==> config.mk <==
export PLATFORM = sky130hd
export DESIGN_NAME = rpn_stack_evaluator
export DESIGN_NICKNAME = d
export VERILOG_FILES = /design/src/design/rse_pkg.sv /design/src/design/rse_cell.sv /design/src/design/rse_div.sv /design/src/design/rpn_stack_evaluator.sv
export SDC_FILE = /design/constraint.sdc
export NUM_CORES = 2
export LEC_CHECK = 0
export ABC_AREA = 1
export BUFFER_PORTS_ARGS = -buffer_cell sky130_fd_sc_hd__buf_4
export CORE_AREA = 3 3 358 360
export CTS_BUF_LIST = sky130_fd_sc_hd__clkbuf_4 sky130_fd_sc_hd__clkbuf_8
export CTS_CLUSTER_SIZE = 28
export DETAILED_ROUTE_END_ITERATION = 7
export DIE_AREA = 0 0 361 363
export PLACE_DENSITY = 0.58
export RECOVER_POWER = 25
export SYNTH_ARGS = -nofsm -noshare
export SYNTH_HDL_FRONTEND = slang
export SYNTH_HIERARCHICAL = 1
export SYNTH_SLANG_ARGS = --single-unit
export TNS_END_PERCENT = 100
==> constraint.sdc <==
create_clock -name aclk -period 17.6 [get_ports aclk]
set_input_delay 3.52 -clock aclk [delete_from_list [all_inputs] [get_ports aclk]]
set_output_delay 3.52 -clock aclk [all_outputs]
set_load 0.05 [all_outputs]
==> src/design/rse_pkg.sv <==
// Shared types and constants for the postfix stack evaluator.
// No dependencies; every other design file imports this package.
package rse_pkg;

    localparam int DATA_W          = 32;
    localparam int NUM_W           = 31;
    localparam int STACK_DEPTH_DEF = 16;
    localparam int DIV_CNT_W       = $clog2(DATA_W + 1);

    localparam logic KIND_NUM = 1'b0;
    localparam logic KIND_OP  = 1'b1;

    typedef enum logic [1:0] {
        OP_ADD = 2'd0,
        OP_SUB = 2'd1,
        OP_MUL = 2'd2,
        OP_DIV = 2'd3
    } op_t;

    typedef enum logic [2:0] {
        ST_OK      = 3'd0,
        ST_UNDER   = 3'd1,
        ST_OVER    = 3'd2,
        ST_DIVZERO = 3'd3,
        ST_DEPTH   = 3'd4
    } status_t;

    typedef enum logic [2:0] {
        S_IDLE,
        S_EXEC,
        S_DIV,
        S_WRITE,
        S_FIN
    } state_t;

    typedef struct packed {
        logic             kind;
        logic [NUM_W-1:0] number;
        logic [1:0]       op;
        logic             last;
    } rse_token_t;

    typedef struct packed {
        logic signed [DATA_W-1:0] value;
        logic [2:0]               status;
    } rse_result_t;

    // Shift control for one stack cell
    typedef struct packed {
        logic load_above;
        logic load_below;
    } rse_cell_ctl_t;

endpackage

==> src/design/rse_cell.sv <==
// One entry of the shifting operand stack.
// Depends on rse_pkg for the cell control struct.
module rse_cell #(
    parameter int W = rse_pkg::DATA_W
) (
    input  logic                  aclk,
    input  rse_pkg::rse_cell_ctl_t ctl,
    input  logic [W-1:0]          above_in,
    input  logic [W-1:0]          below_in,
    output logic [W-1:0]          data_out
);
    import rse_pkg::*;

    logic [W-1:0] data_reg;
    logic [W-1:0] data_next;

    // Take the neighbor's entry on a shift, hold otherwise
    always_comb begin
        data_next = data_reg;
        if (ctl.load_above) begin
            data_next = above_in;
        end else if (ctl.load_below) begin
            data_next = below_in;
        end
    end

    always_ff @(posedge aclk) begin
        data_reg <= data_next;
    end

    assign data_out = data_reg;

endmodule

==> src/design/rse_div.sv <==
// Signed 32-bit divider, truncating toward zero, one quotient bit per cycle.
// Depends on rse_pkg for widths.
module rse_div (
    input  logic                       aclk,
    input  logic                       aresetn,
    input  logic                       start,
    input  logic [rse_pkg::DATA_W-1:0] dividend,
    input  logic [rse_pkg::DATA_W-1:0] divisor,
    output logic                       done,
    output logic [rse_pkg::DATA_W-1:0] quotient
);
    import rse_pkg::*;

    logic                 run_reg,  run_next;
    logic                 done_reg, done_next;
    logic [DIV_CNT_W-1:0] cnt_reg,  cnt_next;
    logic                 neg_reg,  neg_next;
    logic [DATA_W-1:0]    rem_reg,  rem_next;
    logic [DATA_W-1:0]    q_reg,    q_next;
    logic [DATA_W-1:0]    den_reg,  den_next;
    logic [DATA_W:0]      rem_shift;
    logic [DATA_W:0]      rem_sub;

    // Partial remainder stays below the divisor magnitude, so it fits in DATA_W bits
    assign rem_shift = {rem_reg, q_reg[DATA_W-1]};
    assign rem_sub   = rem_shift - {1'b0, den_reg};

    // Load magnitudes on start, then one restoring step per cycle
    always_comb begin
        run_next  = run_reg;
        done_next = 1'b0;
        cnt_next  = cnt_reg;
        neg_next  = neg_reg;
        rem_next  = rem_reg;
        q_next    = q_reg;
        den_next  = den_reg;
        if (start) begin
            run_next = 1'b1;
            cnt_next = DIV_CNT_W'(DATA_W);
            neg_next = dividend[DATA_W-1] ^ divisor[DATA_W-1];
            rem_next = '0;
            q_next   = dividend[DATA_W-1] ? (~dividend + 1'b1) : dividend;
            den_next = divisor[DATA_W-1] ? (~divisor + 1'b1) : divisor;
        end else if (run_reg) begin
            if (!rem_sub[DATA_W]) begin
                rem_next = rem_sub[DATA_W-1:0];
                q_next   = {q_reg[DATA_W-2:0], 1'b1};
            end else begin
                rem_next = rem_shift[DATA_W-1:0];
                q_next   = {q_reg[DATA_W-2:0], 1'b0};
            end
            cnt_next = cnt_reg - 1'b1;
            if (cnt_reg == DIV_CNT_W'(1)) begin
                run_next  = 1'b0;
                done_next = 1'b1;
            end
        end
    end

    always_ff @(posedge aclk) begin
        if (!aresetn) begin
            run_reg  <= 1'b0;
            done_reg <= 1'b0;
            cnt_reg  <= '0;
        end else begin
            run_reg  <= run_next;
            done_reg <= done_next;
            cnt_reg  <= cnt_next;
        end
    end

    always_ff @(posedge aclk) begin
        neg_reg <= neg_next;
        rem_reg <= rem_next;
        q_reg   <= q_next;
        den_reg <= den_next;
    end

    assign done     = done_reg;
    assign quotient = neg_reg ? (~q_reg + 1'b1) : q_reg;

endmodule

==> src/design/rpn_stack_evaluator.sv <==
// Postfix (RPN) evaluator: a row of shifting stack cells, an ALU and a serial divider.
// Depends on rse_pkg, rse_cell and rse_div.
//
// One token word is taken at a time, the next only in the idle state. A number passes
// the EXEC and FIN states, an add, subtract or multiply passes EXEC, WRITE and FIN,
// and a divide also waits in DIV while the divider produces one quotient bit per cycle.
// The stack is a chain of STACK_DEPTH cells with the top entry in the first cell, so a
// push or pop is one shift of the whole chain. The result word of a last token sits in
// an output register; the next token is taken while it waits, and only a further last
// token stalls until it is taken. Value is zero whenever status is not ok.
module rpn_stack_evaluator #(
    parameter int STACK_DEPTH = rse_pkg::STACK_DEPTH_DEF
) (
    input  logic                 aclk,
    input  logic                 aresetn,
    input  logic                 s_valid,
    output logic                 s_ready,
    input  rse_pkg::rse_token_t  s_token,
    output logic                 m_valid,
    input  logic                 m_ready,
    output rse_pkg::rse_result_t m_result
);
    import rse_pkg::*;

    localparam int DW = $clog2(STACK_DEPTH + 1);

    state_t            state_reg, state_next;
    rse_token_t        tok_reg,   tok_next;
    logic [DW-1:0]     depth_reg, depth_next;
    status_t           err_reg,   err_next;
    logic [DATA_W-1:0] res_reg,   res_next;
    logic              m_valid_reg, m_valid_next;
    rse_result_t       m_result_reg, m_result_next;

    logic [DATA_W-1:0] cell_q [STACK_DEPTH];
    rse_cell_ctl_t     cell_ctl [STACK_DEPTH];
    logic [DATA_W-1:0] feed;
    logic [DATA_W-1:0] rhs, lhs;
    logic [DATA_W-1:0] alu;
    logic              div_done;
    logic [DATA_W-1:0] div_q;

    // Control decoded from the state
    logic push_en, pop_en, div_start, res_from_alu, res_from_div;
    logic set_err, emit, finish;
    status_t err_val;
    logic out_free;

    assign rhs      = cell_q[0];
    assign lhs      = cell_q[1];
    assign out_free = !m_valid_reg || m_ready;

    // Operand stack chain
    for (genvar i = 0; i < STACK_DEPTH; i++) begin : g_cell
        logic [DATA_W-1:0] above, below;
        if (i == 0) begin : g_top
            assign above = feed;
        end else begin : g_mid
            assign above = cell_q[i-1];
        end
        if (i == STACK_DEPTH - 1) begin : g_bot
            assign below = cell_q[i];
        end else begin : g_inner
            assign below = cell_q[i+1];
        end
        assign cell_ctl[i].load_above = push_en || (pop_en && (i == 0));
        assign cell_ctl[i].load_below = pop_en && (i != 0);
        rse_cell #(.W(DATA_W)) u_cell (
            .aclk     (aclk),
            .ctl      (cell_ctl[i]),
            .above_in (above),
            .below_in (below),
            .data_out (cell_q[i])
        );
    end

    rse_div u_div (
        .aclk     (aclk),
        .aresetn  (aresetn),
        .start    (div_start),
        .dividend (lhs),
        .divisor  (rhs),
        .done     (div_done),
        .quotient (div_q)
    );

    // Push a literal, or write the combined result back over the old top
    assign feed = push_en ? {1'b0, tok_reg.number} : res_reg;

    // Add, subtract, multiply with wrap
    always_comb begin
        case (tok_reg.op)
            OP_ADD:  alu = lhs + rhs;
            OP_SUB:  alu = lhs - rhs;
            default: alu = DATA_W'(lhs * rhs);
        endcase
    end

    // Next state
    always_comb begin
        state_next = state_reg;
        unique case (state_reg)
            S_IDLE: begin
                if (s_valid) state_next = S_EXEC;
            end
            S_EXEC: begin
                if (err_reg != ST_OK || tok_reg.kind == KIND_NUM) begin
                    state_next = S_FIN;
                end else if (depth_reg < DW'(2)) begin
                    state_next = S_FIN;
                end else if (tok_reg.op == OP_DIV) begin
                    state_next = (rhs == '0) ? S_FIN : S_DIV;
                end else begin
                    state_next = S_WRITE;
                end
            end
            S_DIV: begin
                if (div_done) state_next = S_WRITE;
            end
            S_WRITE: state_next = S_FIN;
            S_FIN: begin
                if (!tok_reg.last || out_free) state_next = S_IDLE;
            end
            default: state_next = S_IDLE;
        endcase
    end

    // Outputs of the sequencer
    always_comb begin
        s_ready      = 1'b0;
        push_en      = 1'b0;
        pop_en       = 1'b0;
        div_start    = 1'b0;
        res_from_alu = 1'b0;
        res_from_div = 1'b0;
        set_err      = 1'b0;
        err_val      = ST_OK;
        emit         = 1'b0;
        finish       = 1'b0;
        unique case (state_reg)
            S_IDLE: s_ready = 1'b1;
            S_EXEC: begin
                if (err_reg == ST_OK) begin
                    if (tok_reg.kind == KIND_NUM) begin
                        if (depth_reg == DW'(STACK_DEPTH)) begin
                            set_err = 1'b1;
                            err_val = ST_OVER;
                        end else begin
                            push_en = 1'b1;
                        end
                    end else if (depth_reg < DW'(2)) begin
                        set_err = 1'b1;
                        err_val = ST_UNDER;
                    end else if (tok_reg.op == OP_DIV) begin
                        if (rhs == '0) begin
                            set_err = 1'b1;
                            err_val = ST_DIVZERO;
                        end else begin
                            div_start = 1'b1;
                        end
                    end else begin
                        res_from_alu = 1'b1;
                    end
                end
            end
            S_DIV:   res_from_div = div_done;
            S_WRITE: pop_en = 1'b1;
            S_FIN: begin
                if (tok_reg.last && out_free) begin
                    emit   = 1'b1;
                    finish = 1'b1;
                end
            end
            default: ;
        endcase
    end

    // Datapath and bookkeeping
    always_comb begin
        tok_next      = tok_reg;
        depth_next    = depth_reg;
        err_next      = err_reg;
        res_next      = res_reg;
        m_valid_next  = m_valid_reg;
        m_result_next = m_result_reg;
        if (s_valid && s_ready) tok_next = s_token;
        if (push_en) depth_next = depth_reg + 1'b1;
        if (pop_en)  depth_next = depth_reg - 1'b1;
        if (set_err) err_next = err_val;
        if (res_from_alu) res_next = alu;
        if (res_from_div) res_next = div_q;
        if (m_valid_reg && m_ready) m_valid_next = 1'b0;
        if (emit) begin
            m_valid_next = 1'b1;
            if (err_reg != ST_OK) begin
                m_result_next.value  = '0;
                m_result_next.status = err_reg;
            end else if (depth_reg != DW'(1)) begin
                m_result_next.value  = '0;
                m_result_next.status = ST_DEPTH;
            end else begin
                m_result_next.value  = rhs;
                m_result_next.status = ST_OK;
            end
        end
        if (finish) begin
            depth_next = '0;
            err_next   = ST_OK;
        end
    end

    always_ff @(posedge aclk) begin
        if (!aresetn) begin
            state_reg   <= S_IDLE;
            depth_reg   <= '0;
            err_reg     <= ST_OK;
            m_valid_reg <= 1'b0;
        end else begin
            state_reg   <= state_next;
            depth_reg   <= depth_next;
            err_reg     <= err_next;
            m_valid_reg <= m_valid_next;
        end
    end

    always_ff @(posedge aclk) begin
        tok_reg      <= tok_next;
        res_reg      <= res_next;
        m_result_reg <= m_result_next;
    end

    assign m_valid  = m_valid_reg;
    assign m_result = m_result_reg;

    // Checks
    a_depth_bound: assert property (@(posedge aclk) disable iff (!aresetn)
        depth_reg <= DW'(STACK_DEPTH))
        else $error("stack depth beyond capacity");

    a_err_value_zero: assert property (@(posedge aclk) disable iff (!aresetn)
        (m_valid && m_result.status != ST_OK) |-> (m_result.value == '0))
        else $error("nonzero value with error status");

    a_div_operands: assert property (@(posedge aclk) disable iff (!aresetn)
        div_start |-> (depth_reg >= DW'(2) && err_reg == ST_OK && rhs != '0))
        else $error("divide started without valid operands");

    a_sticky_hold: assert property (@(posedge aclk) disable iff (!aresetn)
        (state_reg == S_EXEC && err_reg != ST_OK) |=> $stable(depth_reg))
        else $error("stack changed under a pending error");

    a_accept_exec: assert property (@(posedge aclk) disable iff (!aresetn)
        (s_valid && s_ready) |=> (state_reg == S_EXEC))
        else $error("accepted token not executed");

endmodule
==> impl_metrics.csv <==
group,metric,value,unit
run_status,status,"finished, violations left",
run_status,violations,"max-capacitance violations, max-slew violations",
run,drv_cap,15,
yosys,ys.warnings.count,6,
setup_path,r2r_start,"depth_reg[0]",
setup_path,path_buf_inv,4,
yosys,syn-instance-count,6967,
routing,vias_per_cell,5.128,
sta,fmax,0.09752,GHz
routing,routed_wl,175600,um
yosys,synth.avg_cell_area,8.068,sq um
sta,tightestPinTransition,5.935,ns
setup_path,crit_chain,"inv_1 -> ha_1 -> a31oi_1 -> inv_1 -> nor2_4 -> clkbuf_1 -> clkinvlp_2 -> nand2_1 -> nand2_1",
setup_path,r2r_slack,7.35,ns
clocking,cts_tree,"built",
yosys,syn-num-nets,7613,
place,hpwlAfterDp,123800,um
sta,finalSetupViolations,0,
routing,first_iter_violations,4134,
setup_path,cp_top_family,"buffers and inverters",
setup_path,reg2reg_depth,9,
setup_path,worst_r2r_endpoint,"g_cell[7].u_cell/data_out[26]",
clocking,cts_root_buffer,"clkbuf_8",
global_route,grt_usage,0.2705,
sta,tns,0,ns
setup_path,max_stage_delay,3.97,ns
layout,final_area,60450,sq um
clocking,cts.path.max_buffers,3,
yosys,synth_edf_count,679,
clocking,cts_sinks,730,
layout,final_layout_size_suffix_gt1_frac,0.06647,
hold_path,hold_end,"err_reg[1]",
yosys,netlist_area,56210,sq um
yosys,synth-seq-cells,730,
routing,drtAntennaViolNets,0,
setup_path,timing_worst_setup_path_type,"reg -> reg",
layout,syn_to_final_growth,7.542,%
clocking,cts_max_level,4,
floorplan,dieArea,131000,sq um
hold_path,min_path_type,"reg -> reg",
setup_path,crit_path_start_kind,"flip-flop",
layout,fin_util,0.4820,
clocking,cts_setup_buffers,0,
yosys,synth_commonest_cells,"nand2_1 (2,952), inv_1 (1,186), edfxtp_1 (679)",
clocking,cts_buffers,135,
sta,fin_crit_sh,0.5826,
clocking,path_clk_slew,0.06,ns
hold_path,holdPathStages,2,
global_route,grt_pass1_vias,45190,
place,post_dp_cell_area,57720,sq um
global_route,grt_max_degree,175,
yosys,yosysTopAreaCell,"edfxtp_1",
clocking,holdBufCountCts,0,
global_route,grt_pass1_wl,270400,um
clocking,cts_resized,0,
floorplan,pin_count,76,
routing,wl_per_cell,20.09,um
sta,slew_headroom,-2.957,
floorplan,initial_core_util,0.4482,
sta,hold_viol,0,
routing,num_vias,44810,
yosys,ys_seq_area_frac,0.3809,
clocking,clk_latency,0.88,ns
sta,skew,0.07324,ns
place,place_congestion,0.9355,
floorplan,rows,130,
global_route,gr-total-overflow,0,
setup_path,arrival,10.79,ns
yosys,yosysTopAreaCellShare,0.3628,
yosys,synth.area.top_cells,"edfxtp_1 (36%), nand2_1 (20%), fa_1 (15%), inv_1 (7.9%), ha_1 (4.4%)",
sta,maxSlewViolCount,600,
routing,firstDrtPassIters,6,
setup_path,slowest_stage,"clkbuf_1",
setup_path,endpoint_kind,"flip-flop",
floorplan,dieHeight,363,um
routing,remaining_drc_errors,0,
sta,rsz0062_at_grt,"no",
yosys,async_flop_share,0,
hold_path,hold_start,"err_reg[1]",
sta,min_period,10.25,ns
setup_path,cp_data_required_time,18.14,ns
global_route,antenna_found_initial,4,
layout,largest_reg_flops,512,
yosys,synthFlopType,"edfxtp_1",
yosys,synth.most_common_cell,"nand2_1",
yosys,yosys.cell_types.count,64,
layout,nFillCells,12510,
setup_path,critPathMaxFanout,124,
layout,layout.nets,7629,
place,numPortBuffers,75,
floorplan,die_w,361,um
floorplan,core_area,125400,sq um
sta,whs,0.4682,ns
[cell usage in the layout (no fill, tap or decap), types with 39 or more instances in the layout]
master	n
buf_4	120
dfxtp_1	51
xnor2_1	52
clkbuf_4	80
a21oi_1	134
edfxtp_1	679
clkbuf_8	141
nand2_1	2952
o21ai_0	132
nor3_1	39
xor2_1	101
nand3_1	192
nor2_1	278
inv_1	1185
fa_1	410
ha_1	197
[cells by family after synthesis]
kind of cell    Yosys count  synth area share
compound gates          376           0.03747
xor+xnor                153           0.02384
fa+ha+maj               607            0.1899
buf+inv                1504            0.1147
flops                   730            0.3809
other cells               1        0.00006672
simple gates           3596            0.2531
[routing by layer]
metal,part of all wire,global-route usage,routed length [um],vias to the layer above
li1,-,-,-,21300
met5,0,0,0,-
met4,0.035,0.09505,6086,0
met2,0.43,0.4151,75990,1767
met1,0.45,0.3844,79150,21430
met3,0.082,0.05089,14370,311
[through the flow]
stage               setup slack (ns)  instances
global placement               10.06       8496
finish                         7.346       8739
CTS                            10.01       8736
detailed placement             10.05       8496
global route                   6.773       8738
floorplan                      10.59       6967
[cell type report]
type | count | area (sq um) | share of cell area
diodes | 3 | 7.507 | 0.0001242
clock buffers | 186 | 2278 | 0.03769
clock inverters | 54 | 495.5 | 0.008197
inverters | 1219 | 4614 | 0.07634
multi-input cells | 4733 | 28360 | 0.4692
flip-flops and latches | 730 | 21410 | 0.3542
well taps | 1650 | 2064 | 0.03415
repair buffers | 164 | 1214 | 0.02008
[worst reg2reg max path: cells and delay by family (launching register included)]
family                   cells  cell delay, ns
AO/OA/AOI/OAI                1            0.16
adder cells (fa/ha/maj)      1            0.22
buffers and inverters        4            8.24
flip-flops                   1            0.41
AND/OR/NAND/NOR              3            0.92
[how the worst max path moves through the flow]
stage                                              from                             to  slack, ns  cells past startpoint
final                                      depth_reg[0]  g_cell[7].u_cell/data_out[26]       7.35                      9
after global routing                       depth_reg[0]  g_cell[7].u_cell/data_out[26]       6.77                      9
after CTS                  g_cell[0].u_cell/data_out[2]                    res_reg[31]      10.01                     24
after detailed placement   g_cell[0].u_cell/data_out[2]                    res_reg[31]      10.05                     24
after global placement     g_cell[0].u_cell/data_out[2]                    res_reg[31]      10.06                     25
after floorplan           g_cell[1].u_cell/data_out[12]                    res_reg[26]      10.59                     30
Power is left out: the tool's default activity adds up to more than one toggle a clock period on the data nets, which glitch-free logic cannot reach.
